### src/hw/rtl/assert_macros.svh
// assertion helpers shared by the rtl
`ifndef ASSERT_MACROS_SVH
`define ASSERT_MACROS_SVH

`ifndef NO_ASSERTIONS
// property must hold at every clock edge out of reset
`define ASSERT_CLK(name, clk, rst_n, prop) \
  name: assert property (@(posedge clk) disable iff (!rst_n) prop) \
    else $error("assertion failed");
// condition must never be seen at a clock edge out of reset
`define ASSERT_NEVER(name, clk, rst_n, cond) \
  name: assert property (@(posedge clk) disable iff (!rst_n) !(cond)) \
    else $error("forbidden condition seen");
`else
`define ASSERT_CLK(name, clk, rst_n, prop)
`define ASSERT_NEVER(name, clk, rst_n, cond)
`endif

`endif

### src/hw/rtl/lck_pkg.sv
package lck_pkg;

  // coordinate width of one grid point field
  localparam int unsigned CRD_W = 7;
  // width of the shared subtract unit
  localparam int unsigned SUB_W = 8;
  // width of the packed key
  localparam int unsigned KEY_W = 33;

  // key packing constants
  localparam logic [8:0]  KEY_OFF_AB = 9'd200;
  localparam logic [8:0]  KEY_MUL_AB = 9'd400;
  localparam logic [15:0] KEY_OFF_C  = 16'd20000;
  localparam logic [15:0] KEY_MUL_C  = 16'd40000;

  // one input word: two grid points
  typedef struct packed {
    logic [CRD_W-1:0] first_x;
    logic [CRD_W-1:0] first_y;
    logic [CRD_W-1:0] second_x;
    logic [CRD_W-1:0] second_y;
  } lck_pts_t;

  // one result word
  typedef struct packed {
    logic [6:0]        coef_a;
    logic signed [7:0] coef_b;
    logic signed [15:0] coef_c;
    logic [KEY_W-1:0]  line_key;
    logic              points_equal;
  } lck_res_t;

endpackage

### src/hw/rtl/lck_if.sv
// input channel: two grid points
interface lck_in_if;
  logic       valid;
  logic       ready;
  logic [6:0] first_x;
  logic [6:0] first_y;
  logic [6:0] second_x;
  logic [6:0] second_y;

  modport source (
    output valid, first_x, first_y, second_x, second_y,
    input  ready
  );
  modport sink (
    input  valid, first_x, first_y, second_x, second_y,
    output ready
  );
endinterface

// output channel: canonical line and key
interface lck_out_if;
  logic               valid;
  logic               ready;
  logic [6:0]         coef_a;
  logic signed [7:0]  coef_b;
  logic signed [15:0] coef_c;
  logic [32:0]        line_key;
  logic               points_equal;

  modport source (
    output valid, coef_a, coef_b, coef_c, line_key, points_equal,
    input  ready
  );
  modport sink (
    input  valid, coef_a, coef_b, coef_c, line_key, points_equal,
    output ready
  );
endinterface

### src/hw/rtl/lck_sub.sv
// shared subtract and compare unit used by both gcd and division steps
module lck_sub import lck_pkg::*; (
  input  logic [SUB_W-1:0] x_i,
  input  logic [SUB_W-1:0] y_i,
  output logic [SUB_W-1:0] diff_o,
  output logic             borrow_o
);

  logic [SUB_W:0] full;

  // borrow set when x is below y
  assign full     = {1'b0, x_i} - {1'b0, y_i};
  assign diff_o   = full[SUB_W-1:0];
  assign borrow_o = full[SUB_W];

endmodule

### src/hw/rtl/lck_core.sv
`include "assert_macros.svh"

// sequencer and datapath: coefficients, binary gcd, restoring division, key
module lck_core import lck_pkg::*; (
  input  logic     clk_i,
  input  logic     rst_ni,
  input  logic     start_i,
  input  lck_pts_t pts_i,
  output logic     ready_o,
  output logic     res_valid_o,
  input  logic     res_ready_i,
  output lck_res_t res_o
);

  localparam logic [2:0] S_IDLE = 3'd0;
  localparam logic [2:0] S_MUL0 = 3'd1;
  localparam logic [2:0] S_MUL1 = 3'd2;
  localparam logic [2:0] S_GCD  = 3'd3;
  localparam logic [2:0] S_DIV  = 3'd4;
  localparam logic [2:0] S_KEY0 = 3'd5;
  localparam logic [2:0] S_KEY1 = 3'd6;
  localparam logic [2:0] S_OUT  = 3'd7;

  localparam logic [1:0] OP_A = 2'd0;
  localparam logic [1:0] OP_B = 2'd1;
  localparam logic [1:0] OP_C = 2'd2;

  logic [2:0]  state_q, state_d;
  lck_pts_t    pts_q, pts_d;
  logic [13:0] prod_q, prod_d;
  logic [6:0]  ma_q, ma_d, mb_q, mb_d;
  logic [13:0] mc_q, mc_d;
  logic        sb_q, sb_d, sc_q, sc_d, eq_q, eq_d;
  logic [6:0]  u_q, u_d, v_q, v_d, g_q, g_d;
  logic [2:0]  k_q, k_d;
  logic [1:0]  op_q, op_d;
  logic [13:0] dv_q, dv_d;
  logic [6:0]  rem_q, rem_d;
  logic [13:0] quo_q, quo_d;
  logic [3:0]  cnt_q, cnt_d;
  logic [6:0]  qa_q, qa_d, qb_q, qb_d;
  logic [13:0] qc_q, qc_d;
  logic [17:0] t_q, t_d;
  logic [7:0]  cb_q, cb_d;
  logic [15:0] cc_q, cc_d;
  lck_res_t    res_q, res_d;

  logic [6:0]       mul_x, mul_y;
  logic [13:0]      mul_p;
  logic [7:0]       dx, dy, dx_neg, dy_neg;
  logic [15:0]      c_val, c_neg;
  logic             flip, dx_pos, c_pos;
  logic [6:0]       g_src, g_new;
  logic [SUB_W-1:0] sub_x, sub_y, sub_diff;
  logic             sub_borrow;
  logic [7:0]       rs;
  logic [13:0]      quo_nx;
  logic [7:0]       cb_val;
  logic [15:0]      cc_val, c_off;
  logic [8:0]       a_off, b_off;
  logic [KEY_W-1:0] key_full;

  // one small multiplier, shared over the two cross products
  assign mul_x = (state_q == S_MUL0) ? pts_q.second_y : pts_q.second_x;
  assign mul_y = (state_q == S_MUL0) ? pts_q.first_x  : pts_q.first_y;
  assign mul_p = 14'(mul_x) * 14'(mul_y);

  // direction and constant term, with the sign fix folded in
  assign dx     = {1'b0, pts_q.second_x} - {1'b0, pts_q.first_x};
  assign dy     = {1'b0, pts_q.second_y} - {1'b0, pts_q.first_y};
  assign dx_neg = -dx;
  assign dy_neg = -dy;
  assign c_val  = {2'b00, prod_q} - {2'b00, mul_p};
  assign c_neg  = -c_val;
  assign dx_pos = !dx[7] && (dx != '0);
  assign c_pos  = !c_val[15] && (c_val != '0);
  // a is minus dy: flip when a would be negative, or a zero and b negative
  assign flip   = (!dy[7] && (dy != '0)) || ((dy == '0) && dx[7]);

  // gcd result once one operand has reached zero
  assign g_src = (u_q == '0) ? v_q : u_q;
  assign g_new = g_src << k_q;

  // shared subtract unit operands
  assign rs    = {rem_q, dv_q[13]};
  assign sub_x = (state_q == S_DIV) ? rs : {1'b0, u_q};
  assign sub_y = (state_q == S_DIV) ? {1'b0, g_q} : {1'b0, v_q};

  lck_sub u_sub (
    .x_i     (sub_x),
    .y_i     (sub_y),
    .diff_o  (sub_diff),
    .borrow_o(sub_borrow)
  );

  assign quo_nx = {quo_q[12:0], !sub_borrow};

  // signed coefficients and key offsets
  assign cb_val   = sb_q ? -{1'b0, qb_q} : {1'b0, qb_q};
  assign cc_val   = sc_q ? -{2'b00, qc_q} : {2'b00, qc_q};
  assign a_off    = {2'b00, qa_q} + KEY_OFF_AB;
  assign b_off    = {cb_val[7], cb_val} + KEY_OFF_AB;
  assign c_off    = cc_q + KEY_OFF_C;
  assign key_full = KEY_W'(t_q) * KEY_W'(KEY_MUL_C) + KEY_W'(c_off);

  // sequencer
  always_comb begin
    state_d = state_q;
    pts_d   = pts_q;
    prod_d  = prod_q;
    ma_d    = ma_q;
    mb_d    = mb_q;
    mc_d    = mc_q;
    sb_d    = sb_q;
    sc_d    = sc_q;
    eq_d    = eq_q;
    u_d     = u_q;
    v_d     = v_q;
    g_d     = g_q;
    k_d     = k_q;
    op_d    = op_q;
    dv_d    = dv_q;
    rem_d   = rem_q;
    quo_d   = quo_q;
    cnt_d   = cnt_q;
    qa_d    = qa_q;
    qb_d    = qb_q;
    qc_d    = qc_q;
    t_d     = t_q;
    cb_d    = cb_q;
    cc_d    = cc_q;
    res_d   = res_q;
    unique case (state_q)
      S_IDLE: begin
        if (start_i) begin
          pts_d   = pts_i;
          state_d = S_MUL0;
        end
      end
      S_MUL0: begin
        prod_d  = mul_p;
        state_d = S_MUL1;
      end
      S_MUL1: begin
        ma_d    = dy[7] ? dy_neg[6:0] : dy[6:0];
        mb_d    = dx[7] ? dx_neg[6:0] : dx[6:0];
        mc_d    = c_val[15] ? c_neg[13:0] : c_val[13:0];
        sb_d    = flip ? dx_pos : dx[7];
        sc_d    = flip ? c_pos : c_val[15];
        eq_d    = (pts_q.first_x == pts_q.second_x) && (pts_q.first_y == pts_q.second_y);
        u_d     = dy[7] ? dy_neg[6:0] : dy[6:0];
        v_d     = dx[7] ? dx_neg[6:0] : dx[6:0];
        k_d     = '0;
        state_d = S_GCD;
      end
      S_GCD: begin
        if ((u_q == '0) || (v_q == '0)) begin
          g_d = g_new;
          if (g_new == '0) begin
            // coincident points: nothing to divide
            qa_d    = ma_q;
            qb_d    = mb_q;
            qc_d    = mc_q;
            state_d = S_KEY0;
          end else begin
            op_d    = OP_A;
            dv_d    = {ma_q, 7'b0};
            cnt_d   = 4'd7;
            rem_d   = '0;
            quo_d   = '0;
            state_d = S_DIV;
          end
        end else if (!u_q[0] && !v_q[0]) begin
          u_d = u_q >> 1;
          v_d = v_q >> 1;
          k_d = k_q + 3'd1;
        end else if (!u_q[0]) begin
          u_d = u_q >> 1;
        end else if (!v_q[0]) begin
          v_d = v_q >> 1;
        end else if (sub_borrow) begin
          // both odd, u below v: swap so the next step subtracts
          u_d = v_q;
          v_d = u_q;
        end else begin
          u_d = sub_diff[6:0];
        end
      end
      S_DIV: begin
        rem_d = sub_borrow ? rs[6:0] : sub_diff[6:0];
        quo_d = quo_nx;
        dv_d  = dv_q << 1;
        cnt_d = cnt_q - 4'd1;
        if (cnt_q == 4'd1) begin
          rem_d = '0;
          quo_d = '0;
          unique case (op_q)
            OP_A: begin
              qa_d  = quo_nx[6:0];
              op_d  = OP_B;
              dv_d  = {mb_q, 7'b0};
              cnt_d = 4'd7;
            end
            OP_B: begin
              qb_d  = quo_nx[6:0];
              op_d  = OP_C;
              dv_d  = mc_q;
              cnt_d = 4'd14;
            end
            default: begin
              qc_d    = quo_nx;
              state_d = S_KEY0;
            end
          endcase
        end
      end
      S_KEY0: begin
        cb_d    = cb_val;
        cc_d    = cc_val;
        t_d     = 18'(a_off) * 18'(KEY_MUL_AB) + 18'(b_off);
        state_d = S_KEY1;
      end
      S_KEY1: begin
        res_d.coef_a       = qa_q;
        res_d.coef_b       = cb_q;
        res_d.coef_c       = cc_q;
        res_d.line_key     = key_full;
        res_d.points_equal = eq_q;
        state_d            = S_OUT;
      end
      S_OUT: begin
        if (res_ready_i) begin
          state_d = S_IDLE;
        end
      end
    endcase
  end

  // control state
  always_ff @(posedge clk_i or negedge rst_ni) begin
    if (!rst_ni) begin
      state_q <= S_IDLE;
    end else begin
      state_q <= state_d;
    end
  end

  // datapath registers
  always_ff @(posedge clk_i) begin
    pts_q  <= pts_d;
    prod_q <= prod_d;
    ma_q   <= ma_d;
    mb_q   <= mb_d;
    mc_q   <= mc_d;
    sb_q   <= sb_d;
    sc_q   <= sc_d;
    eq_q   <= eq_d;
    u_q    <= u_d;
    v_q    <= v_d;
    g_q    <= g_d;
    k_q    <= k_d;
    op_q   <= op_d;
    dv_q   <= dv_d;
    rem_q  <= rem_d;
    quo_q  <= quo_d;
    cnt_q  <= cnt_d;
    qa_q   <= qa_d;
    qb_q   <= qb_d;
    qc_q   <= qc_d;
    t_q    <= t_d;
    cb_q   <= cb_d;
    cc_q   <= cc_d;
    res_q  <= res_d;
  end

  assign ready_o     = (state_q == S_IDLE);
  assign res_valid_o = (state_q == S_OUT);
  assign res_o       = res_q;

  // remainder stays below the divisor throughout a division
  `ASSERT_NEVER(rem_below_divisor, clk_i, rst_ni, (state_q == S_DIV) && (rem_q >= g_q))
  // division only ever runs with a nonzero divisor
  `ASSERT_NEVER(div_nonzero, clk_i, rst_ni, (state_q == S_DIV) && (g_q == '0))
  // coincident points give an all-zero line
  `ASSERT_CLK(equal_gives_zero, clk_i, rst_ni, res_valid_o && res_o.points_equal |-> (res_o.coef_a == '0) && (res_o.coef_b == '0) && (res_o.coef_c == '0))
  // sign fix: with a zero, b is never negative
  `ASSERT_NEVER(sign_canonical, clk_i, rst_ni, res_valid_o && (res_o.coef_a == '0) && res_o.coef_b[7])
  // an offered result waits unchanged for the output register
  `ASSERT_CLK(result_held, clk_i, rst_ni, res_valid_o && !res_ready_i |=> res_valid_o && $stable(res_o))

endmodule

### src/hw/rtl/line_canonical_key.sv
// Canonical line through two grid points.
// Input channel in_i carries one word of two points (first_x/first_y and
// second_x/second_y, 7 bits each); output channel out_o carries the line
// a*x+b*y+c=0 reduced by the gcd of its coefficients, sign-fixed so that a>0
// or a=0 and b>0, the packed key ((a+200)*400+(b+200))*40000+(c+20000), and a
// flag for coincident points (coefficients then zero).
// Both channels use valid/ready; a word moves when both are high.
// One word is worked on at a time, in order: the two cross products on one
// shared multiplier, binary gcd (its steps set by the operand values; the
// subtracting steps use the shared subtractor), restoring division (7+7+14
// quotient bits on the same subtractor; skipped for coincident points), key
// packing and hand-off into the output register.
// in_i.ready rises again once the result has moved into the output register,
// so no new word is taken while the previous one is still in the sequencer.
// A stalled receiver holds the result in the output register; the next word
// is still taken and computed, and waits inside the block until that register
// frees up. Reset empties both the sequencer and the output register.
module line_canonical_key import lck_pkg::*; (
  input  logic      clk_i,
  input  logic      rst_ni,
  lck_in_if.sink    in_i,
  lck_out_if.source out_o
);

  lck_pts_t pts;
  lck_res_t core_res;
  lck_res_t out_res_q;
  logic     core_ready, core_valid, core_take;
  logic     out_valid_q, out_valid_d;

  // input word into the sequencer
  assign pts.first_x  = in_i.first_x;
  assign pts.first_y  = in_i.first_y;
  assign pts.second_x = in_i.second_x;
  assign pts.second_y = in_i.second_y;
  assign in_i.ready   = core_ready;

  lck_core u_core (
    .clk_i      (clk_i),
    .rst_ni     (rst_ni),
    .start_i    (in_i.valid && core_ready),
    .pts_i      (pts),
    .ready_o    (core_ready),
    .res_valid_o(core_valid),
    .res_ready_i(core_take),
    .res_o      (core_res)
  );

  // output register, filled when empty or in the cycle the receiver takes its word
  assign core_take   = !out_valid_q || out_o.ready;
  assign out_valid_d = (core_valid && core_take) ? 1'b1 :
                       (out_o.ready ? 1'b0 : out_valid_q);

  always_ff @(posedge clk_i or negedge rst_ni) begin
    if (!rst_ni) begin
      out_valid_q <= 1'b0;
    end else begin
      out_valid_q <= out_valid_d;
    end
  end

  always_ff @(posedge clk_i) begin
    if (core_valid && core_take) begin
      out_res_q <= core_res;
    end
  end

  assign out_o.valid        = out_valid_q;
  assign out_o.coef_a       = out_res_q.coef_a;
  assign out_o.coef_b       = out_res_q.coef_b;
  assign out_o.coef_c       = out_res_q.coef_c;
  assign out_o.line_key     = out_res_q.line_key;
  assign out_o.points_equal = out_res_q.points_equal;

endmodule
### src/flat_wrapper.sv
// flat-port wrapper written by rule: the top's interface ports become plain ports
module line_canonical_key_flat import lck_pkg::*;
  (clk_i, rst_ni, in_i_valid, in_i_first_x, in_i_first_y, in_i_second_x, in_i_second_y, in_i_ready, out_o_valid, out_o_coef_a, out_o_coef_b, out_o_coef_c, out_o_line_key, out_o_points_equal, out_o_ready);
  lck_in_if in_i_i ();
  lck_out_if out_o_i ();
  input  logic clk_i;
  input  logic rst_ni;
  input wire logic [$bits(in_i_i.valid)-1:0] in_i_valid;
  input wire logic [$bits(in_i_i.first_x)-1:0] in_i_first_x;
  input wire logic [$bits(in_i_i.first_y)-1:0] in_i_first_y;
  input wire logic [$bits(in_i_i.second_x)-1:0] in_i_second_x;
  input wire logic [$bits(in_i_i.second_y)-1:0] in_i_second_y;
  output wire logic [$bits(in_i_i.ready)-1:0] in_i_ready;
  output wire logic [$bits(out_o_i.valid)-1:0] out_o_valid;
  output wire logic [$bits(out_o_i.coef_a)-1:0] out_o_coef_a;
  output wire logic [$bits(out_o_i.coef_b)-1:0] out_o_coef_b;
  output wire logic [$bits(out_o_i.coef_c)-1:0] out_o_coef_c;
  output wire logic [$bits(out_o_i.line_key)-1:0] out_o_line_key;
  output wire logic [$bits(out_o_i.points_equal)-1:0] out_o_points_equal;
  input wire logic [$bits(out_o_i.ready)-1:0] out_o_ready;
  assign in_i_i.valid = in_i_valid;
  assign in_i_i.first_x = in_i_first_x;
  assign in_i_i.first_y = in_i_first_y;
  assign in_i_i.second_x = in_i_second_x;
  assign in_i_i.second_y = in_i_second_y;
  assign in_i_ready = in_i_i.ready;
  assign out_o_valid = out_o_i.valid;
  assign out_o_coef_a = out_o_i.coef_a;
  assign out_o_coef_b = out_o_i.coef_b;
  assign out_o_coef_c = out_o_i.coef_c;
  assign out_o_line_key = out_o_i.line_key;
  assign out_o_points_equal = out_o_i.points_equal;
  assign out_o_i.ready = out_o_ready;
  line_canonical_key u_core (.clk_i(clk_i), .rst_ni(rst_ni), .in_i(in_i_i), .out_o(out_o_i));
endmodule
### config.mk
export PLATFORM = sky130hd
export DESIGN_NAME = line_canonical_key_flat
export DESIGN_NICKNAME = d
export VERILOG_FILES = /design/src/hw/rtl/lck_pkg.sv /design/src/hw/rtl/lck_if.sv /design/src/hw/rtl/lck_sub.sv /design/src/hw/rtl/lck_core.sv /design/src/hw/rtl/line_canonical_key.sv /design/src/flat_wrapper.sv
export VERILOG_INCLUDE_DIRS = /design/src /design/src/hw/rtl
export SDC_FILE = /design/constraint.sdc
export NUM_CORES = 1
export LEC_CHECK = 0
export ABC_CLOCK_PERIOD_IN_PS = 10460
export BUFFER_PORTS_ARGS = -buffer_cell sky130_fd_sc_hd__buf_4
export CAP_MARGIN = 10
export CORE_MARGIN = 3
export CORE_UTILIZATION = 45
export DETAILED_ROUTE_END_ITERATION = 12
export GPL_TIMING_DRIVEN = 1
export SYNTH_ARGS = -nofsm -noshare
export SYNTH_HDL_FRONTEND = slang
export SYNTH_SLANG_ARGS = --single-unit
### constraint.sdc
create_clock -name clk_i -period 10.46 [get_ports clk_i]
set_input_delay 1.046 -clock clk_i [delete_from_list [all_inputs] [get_ports clk_i]]
set_output_delay 1.046 -clock clk_i [all_outputs]
set_load 0.02 [all_outputs]
==> results.cfg, run 1 <==
[placed_design]
port-buffer-count = 98
dpl.hpwl_um = 34900
placed_area_mm2 = 0.0225
pre_cts_ws_ns = 2.40
place.gp.congestion = 0.860

[floorplan]
coreArea_mm2 = 0.0459
start_util_pct = 46.0
die_h_um = 222
die_w_um = 222
num_rows = 78
num_io_pins = 99
die-area_mm2 = 0.0495

[sta]
tightestPinTransition_ns = 0.988
setup_tns_ns = 0
skew_ns = 0.0262
period_needed_ns = 8.16
hold_viol_final = 0
rsz0062_at_grt = no
relSlewSlack_pct = 33.8
period_share_pct = 78.0
drv_slew = 0
timing.fmax_mhz = 123
worst_slack_ns = 2.30
finalSetupViolCount = 0

[grt]
grt_overflow_total = 0
antenna_found_initial = 0
first_global_vias = 13700
grt_pass1_wl_um = 71800
grt_max_degree = 61
track_usage_pct = 18.0

[detailed_routing]
vias = 13800
dr_wl_met3_um = 2050
wl_met1_um = 19600
wl_per_cell_um = 17.0
vias_per_cell = 5.26
top_layer = met4
wirelength_um = 44700
ant_nets = 0
wl_met2_um = 21600
drc_errors = 0
drtPass1Iterations = 5
drt_iter0_markers = 773

[power]
power_frac_seq_pct = 29.5
combPwrFrac_pct = 51.0
clkPwrFrac_pct = 19.5
power_density_mw_per_mm2 = 282
ir_drop_v = 0.000315
p_sw_uw = 2650
p_int_uw = 4050
swShare_pct = 39.5
p_leak_uw = 0.00979

[clock_tree]
ctsHoldBuffers = 0
clkLatencyLatePin_ns = 0.56
cts-root-buf = clkbuf_16
htreeDepth = 2
cts_tree = built
clk_pin_slew_ns = 0.06
ctsResizeCount = 0
clk_path_buf_depth = 3
cts_inserted_buffers = 38
postCtsSetupRepairBufs = 0
cts.sinks = 328

[worst_setup_path]
crit_required_ns = 10.77
cp-start-kind = flip-flop
worstPathArrival_ns = 8.47
end_kind = flip-flop
rr_worst_depth = 27
timing.rr.end = u_core.u_core.sc_q
worstReg2RegStart = u_core.u_core.state_q[0]
r2r_slack_ns = 2.30
criticalPathCategory = flip-flop to flip-flop
crit_fanout = 35

[layout]
fin_util_pct = 51.7
syn2layout_area_growth_pct = 12.5
n_antenna_cell = 0
layout-drive-gt1-share_pct = 10.8
fin_area_mm2 = 0.0237
nNetsFinal = 2297

[outcome]
status = finished, final reports clean

[run]
cap_violations = 0

[yosys]
netlist_area_mm2 = 0.0211
synth_enable_flop_cells = 324
syn_inst = 1887
ys_ff_latch = 328
yosys_warnings = 0
async_reset_ff_share_pct = 1.22
synth.distinct_cells = 82
avgSynthCellArea_um2 = 11.2
ys_seq_area_share_pct = 46.6
synthFlopType = edfxtp_1
syn-num-nets = 2190

[min_path]
hold_class = input pin to async pin
## cell families (layout without fill, tap and decap cells)
group / count (synthesis) / in the layout / synth area share [%]
xor gates and xnor gates: 144 / 144 / 5.98
adders and majority gates: 272 / 272 / 18.8
buffers and inverters: 278 / 412 / 5.08
muxes: 30 / 30 / 1.57
AOI/OAI and AO/OA: 346 / 346 / 10.9
and+or+nand+nor: 489 / 489 / 11.0
DFF: 328 / 328 / 46.6
## worst max path at each step
stage / cells after the start / to / slack, ns / from
2_1_floorplan: 28 / u_core.u_core.sc_q / 2.60 / u_core.u_core.state_q[0]
3_3_place_gp: 26 / u_core.u_core.sc_q / 2.52 / u_core.u_core.state_q[2]
3_5_place_dp: 27 / u_core.u_core.sc_q / 2.40 / u_core.u_core.state_q[0]
4_1_cts: 26 / u_core.u_core.sc_q / 2.39 / u_core.u_core.state_q[2]
5_1_grt: 28 / u_core.u_core.sc_q / 1.72 / u_core.u_core.state_q[0]
6_report: 27 / u_core.u_core.sc_q / 2.30 / u_core.u_core.state_q[0]
## final cells by class
type	instances	area (um^2)
clock buffers	47	985
inverters	235	882
flip-flops and latches	328	9830
clock inverters	20	231
repair buffers	110	826
well taps	600	751
multi-input cells	1281	10200
fillers	4094	22100
## synth_stat cells (7+ instances only)
master	number	area share [%]
o21ai_1	8	0.19
a21oi_1	103	2.4
or2_2	18	0.53
o21bai_1	10	0.36
nor2b_1	12	0.36
nor3b_1	12	0.43
a211oi_1	18	0.64
and3_1	10	0.30
and2_1	20	0.59
a31oi_1	14	0.42
nand2b_1	19	0.56
o31a_1	7	0.29
clkbuf_1	32	0.57
or3_1	9	0.27
a21o_1	32	1.1
edfxtp_1	324	46
nor3_1	26	0.62
nor2_1	152	2.7
inv_1	233	4.1
fa_1	75	7.1
o31ai_1	11	0.39
nand3_1	23	0.55
nand2_1	154	2.7
o211ai_1	13	0.46
ha_1	196	12
o21ai_0	48	1.1
xor2_1	46	1.9
mux2i_1	23	1.1
nor4_1	9	0.27
xnor2_1	98	4.1
o21a_1	21	0.75
## registers in the layout (all words and copies together), names as in the netlist, 8 cells and up
signal and count:
u_core.out_o.line_key 28, u_core.u_core.qc_q 14, u_core.u_core.prod_q 14, u_core.u_core.cc_q 16, u_core.out_o.coef_b 8, u_core.u_core.pts_q 28
u_core.u_core.mc_q 14, u_core.u_core.res_o 60, u_core.u_core.dv_q 14, u_core.u_core.t_q 18, u_core.out_o.coef_c 16, u_core.u_core.quo_q 13
## power groups by stage
stage / logic (uW) / clock network [uW] / registers [uW]
2_1_floorplan: 2750 / 0 / 1940
3_3_place_gp: 3320 / 0 / 2000
3_5_place_dp: 3400 / 0 / 2000
4_1_cts: 3420 / 1350 / 1980
5_1_grt: 3870 / 1410 / 2000
6_report: 3420 / 1300 / 1980
## cells in the final DEF, fill, tap and decap left out, types with 38 or more instances in the layout
cell type  instances
edfxtp_1         324
inv_1            233
ha_1             196
nand2_1          154
nor2_1           151
buf_4            110
a21oi_1          101
xnor2_1           98
fa_1              75
o21ai_0           48
xor2_1            46
clkbuf_16         38
## stage by stage
stage	hold slack [ns]	total power [uW]	std cells
final	0.288	6700	2621
after global routing	0.254	7270	2621
after CTS	0.257	6750	2621
after detailed placement	0.405	5400	2554
after global placement	0.402	5320	2554
after floorplan	0.400	4690	1887
## worst max-delay path, stage by stage, from the launching register on
cell       delay [ns]
dfrtp_1          0.50
inv_1            0.15
nor3_2           0.13
buf_4            0.42
mux2i_1          0.62
or2_2            0.23
fa_1             0.46
fa_1             0.54
inv_1            0.06
fa_1             0.53
inv_1            0.05
fa_1             0.52
inv_1            0.04
ha_1             0.33
a21boi_0         0.16
o21ai_0          0.25
a21boi_0         0.17
o21ai_0          0.22
a21boi_0         0.19
or2_2            0.33
ha_1             0.35
inv_1            0.05
a31oi_1          0.18
o22ai_1          0.13
mux2i_1          0.14
a2111oi_0        0.73
a311oi_1         0.20
a21o_1           0.21
## metal layers
metal,track usage (%),vias up
met1,23.3,6550
met5,0,-
met2,30.6,272
li1,-,6877
met3,3.54,81
met4,5.97,0
No activity file was read; power rests on OpenSTA's default activity.
==> inputs of run 2 (changes only) <==
--- a/config.mk
+++ b/config.mk
@@ -6,7 +6,7 @@
 export SDC_FILE = /design/constraint.sdc
 export NUM_CORES = 1
 export LEC_CHECK = 0
-export ABC_CLOCK_PERIOD_IN_PS = 10460
+export ABC_CLOCK_PERIOD_IN_PS = 7900
 export BUFFER_PORTS_ARGS = -buffer_cell sky130_fd_sc_hd__buf_4
 export CAP_MARGIN = 10
 export CORE_MARGIN = 3
==> constraint.sdc (replaced) <==
create_clock -name clk_i -period 7.9 [get_ports clk_i]
set_input_delay 0.79 -clock clk_i [delete_from_list [all_inputs] [get_ports clk_i]]
set_output_delay 0.79 -clock clk_i [all_outputs]
set_load 0.02 [all_outputs]
==> run 2 against run 1 <==
Non-clock buffer count rose by 16. Sequential power rose by 32%. Power rose by 35%. Register-to-register slack got worse by 1.8 ns. Cell count rose by 0.72%. Utilization rose by 0.50 points. Maximum frequency rose by 11%. Routed wire length fell by 1.4%. Clock-buffer cell count fell by 3. Die area did not move. Largest power group unchanged. Highest routed layer unchanged.
==> results.cfg, run 2 (synthesis gave the netlist of run 1 again) <==
[sta]
rsz0062_at_grt = no
drv_slew = 0
hold_viol_final = 0
period_needed_ns = 7.37
worst_slack_ns = 0.525
period_share_pct = 93.3
timing.fmax_mhz = 136
relSlewSlack_pct = 20.6
setup_tns_ns = 0
whs_ns = 0.0357
finalSetupViolCount = 0
tightestPinTransition_ns = 1.18
skew_ns = 0.0348

[worst_setup_path]
path_buf_inv = 5
path_delay_family = adder cells
criticalPathCategory = flip-flop to flip-flop
crit_required_ns = 8.21
crit_fanout = 35
worstPathArrival_ns = 7.69
max_stage_delay_ns = 0.55
crit_slowest_cell = fa_1
cp-start-kind = flip-flop
end_kind = flip-flop

[clock_tree]
clk_pin_slew_ns = 0.06
cts-root-buf = clkbuf_16
htreeDepth = 2
cts_tree = built
cts.sinks = 328
clk_path_buf_depth = 3
cts_inserted_buffers = 39
clkLatencyLatePin_ns = 0.58

[run]
cap_violations = 0

[floorplan]
coreArea_mm2 = 0.0459
num_rows = 78
die-area_mm2 = 0.0495
start_util_pct = 46.0
num_io_pins = 99
die_w_um = 222
die_h_um = 222

[grt]
first_global_vias = 13600
grt_pass1_wl_um = 70900
grt_overflow_total = 0
grt_max_degree = 61
antenna_found_initial = 0
track_usage_pct = 17.7

[layout]
largest_reg_flops = 60
layout-drive-gt1-share_pct = 11.9
final_common_cell = edfxtp_1
nNetsFinal = 2314
fillers = 4107
finalNonFillerCells = 2640
syn2layout_area_growth_pct = 13.6
n_antenna_cell = 0
final_cell_mix = 324 x edfxtp_1, 233 x inv_1, 196 x ha_1

[detailed_routing]
wirelength_um = 44100
drt_iter0_markers = 732
vias_per_cell = 5.24
ant_nets = 0
drc_errors = 0
vias = 13800
drtPass1Iterations = 4
wl_per_cell_um = 16.7

[power]
ir_drop_v = 0.000357
power_density_mw_per_mm2 = 379
p_leak_uw = 0.00992
finalPower_uw = 9070

[outcome]
status = finished, final reports clean

[placed_design]
place.gp.congestion = 0.880
port-buffer-count = 98
pre_cts_ws_ns = 0.448
placedCellCount = 2570
dpl.hpwl_um = 34300

[min_path]
hold_class = input pin to async pin
==> run 2: cell count changes in the layout (fill, tap and decap cells not counted), moves of 2 or more <==
cell       previous run  this run
clkbuf_16            38        40
buf_4               110       125
clkinv_2              7        11
clkinv_1              3         5
clkbuf_1              9         4
inv_6                 5         1
==> run 2: repair_timing <==
action                                  4_1_cts  5_1_grt
resized for setup                             0        3
hold buffers                                  0        0
endpoints found under the setup margin        0        3
setup buffers                                 0        0
==> run 2: worst paths after layout <==
check / slack [ns] / start / cells after the start / to
max: 0.53 / u_core.u_core.state_q[0] / 27 / u_core.u_core.mc_q[13]
min: 0.04 / rst_ni / 1 / u_core.out_o.valid
max reg2reg: 0.53 / u_core.u_core.state_q[0] / 27 / u_core.u_core.mc_q[13]
min in group clk_i: 0.39 / in_i_first_y[4] / 1 / u_core.u_core.pts_q[18]
min reg2reg: 0.41 / u_core.u_core.res_o[39] / 0 / u_core.out_o.coef_c[5]
max in group asynchronous: 7.76 / rst_ni / 1 / u_core.u_core.state_q[2]
==> run 2: where the power goes <==
part           switching, uW  internal, uW  total (uW)
Combinational           2670          1970        4640
Sequential               188          2420        2610
Clock                    723          1090        1820
Total                   3580          5490        9070
==> run 2: routing by layer <==
metal	wire (um)	part of all wire (%)	GRT usage, %	up-vias
met3	1910	4.3	3.09	69
met4	1250	2.8	5.56	0
met1	19400	44	22.9	6569
met5	0	0	0	-
met2	21500	49	30.5	272
li1	-	-	-	6917
==> run 2: through the flow <==
step                cell area, um^2  util [%]
CTS                           23900      52.2
floorplan                     21100         -
global placement              22600      49.4
global route                  23900      52.2
finish                        23900      52.2
detailed placement            22600      49.4
==> run 2: final cells by class <==
type / count / area (um^2) / share of cell area [%]
multi-input combinational: 1281 / 10200 / 42.7
sequential: 328 / 9830 / 41.0
clock buffer: 44 / 1020 / 4.24
timing repair buffer: 126 / 958 / 4.00
inverter: 235 / 882 / 3.68
tap: 600 / 751 / 3.13
clock inverter: 26 / 282 / 1.18
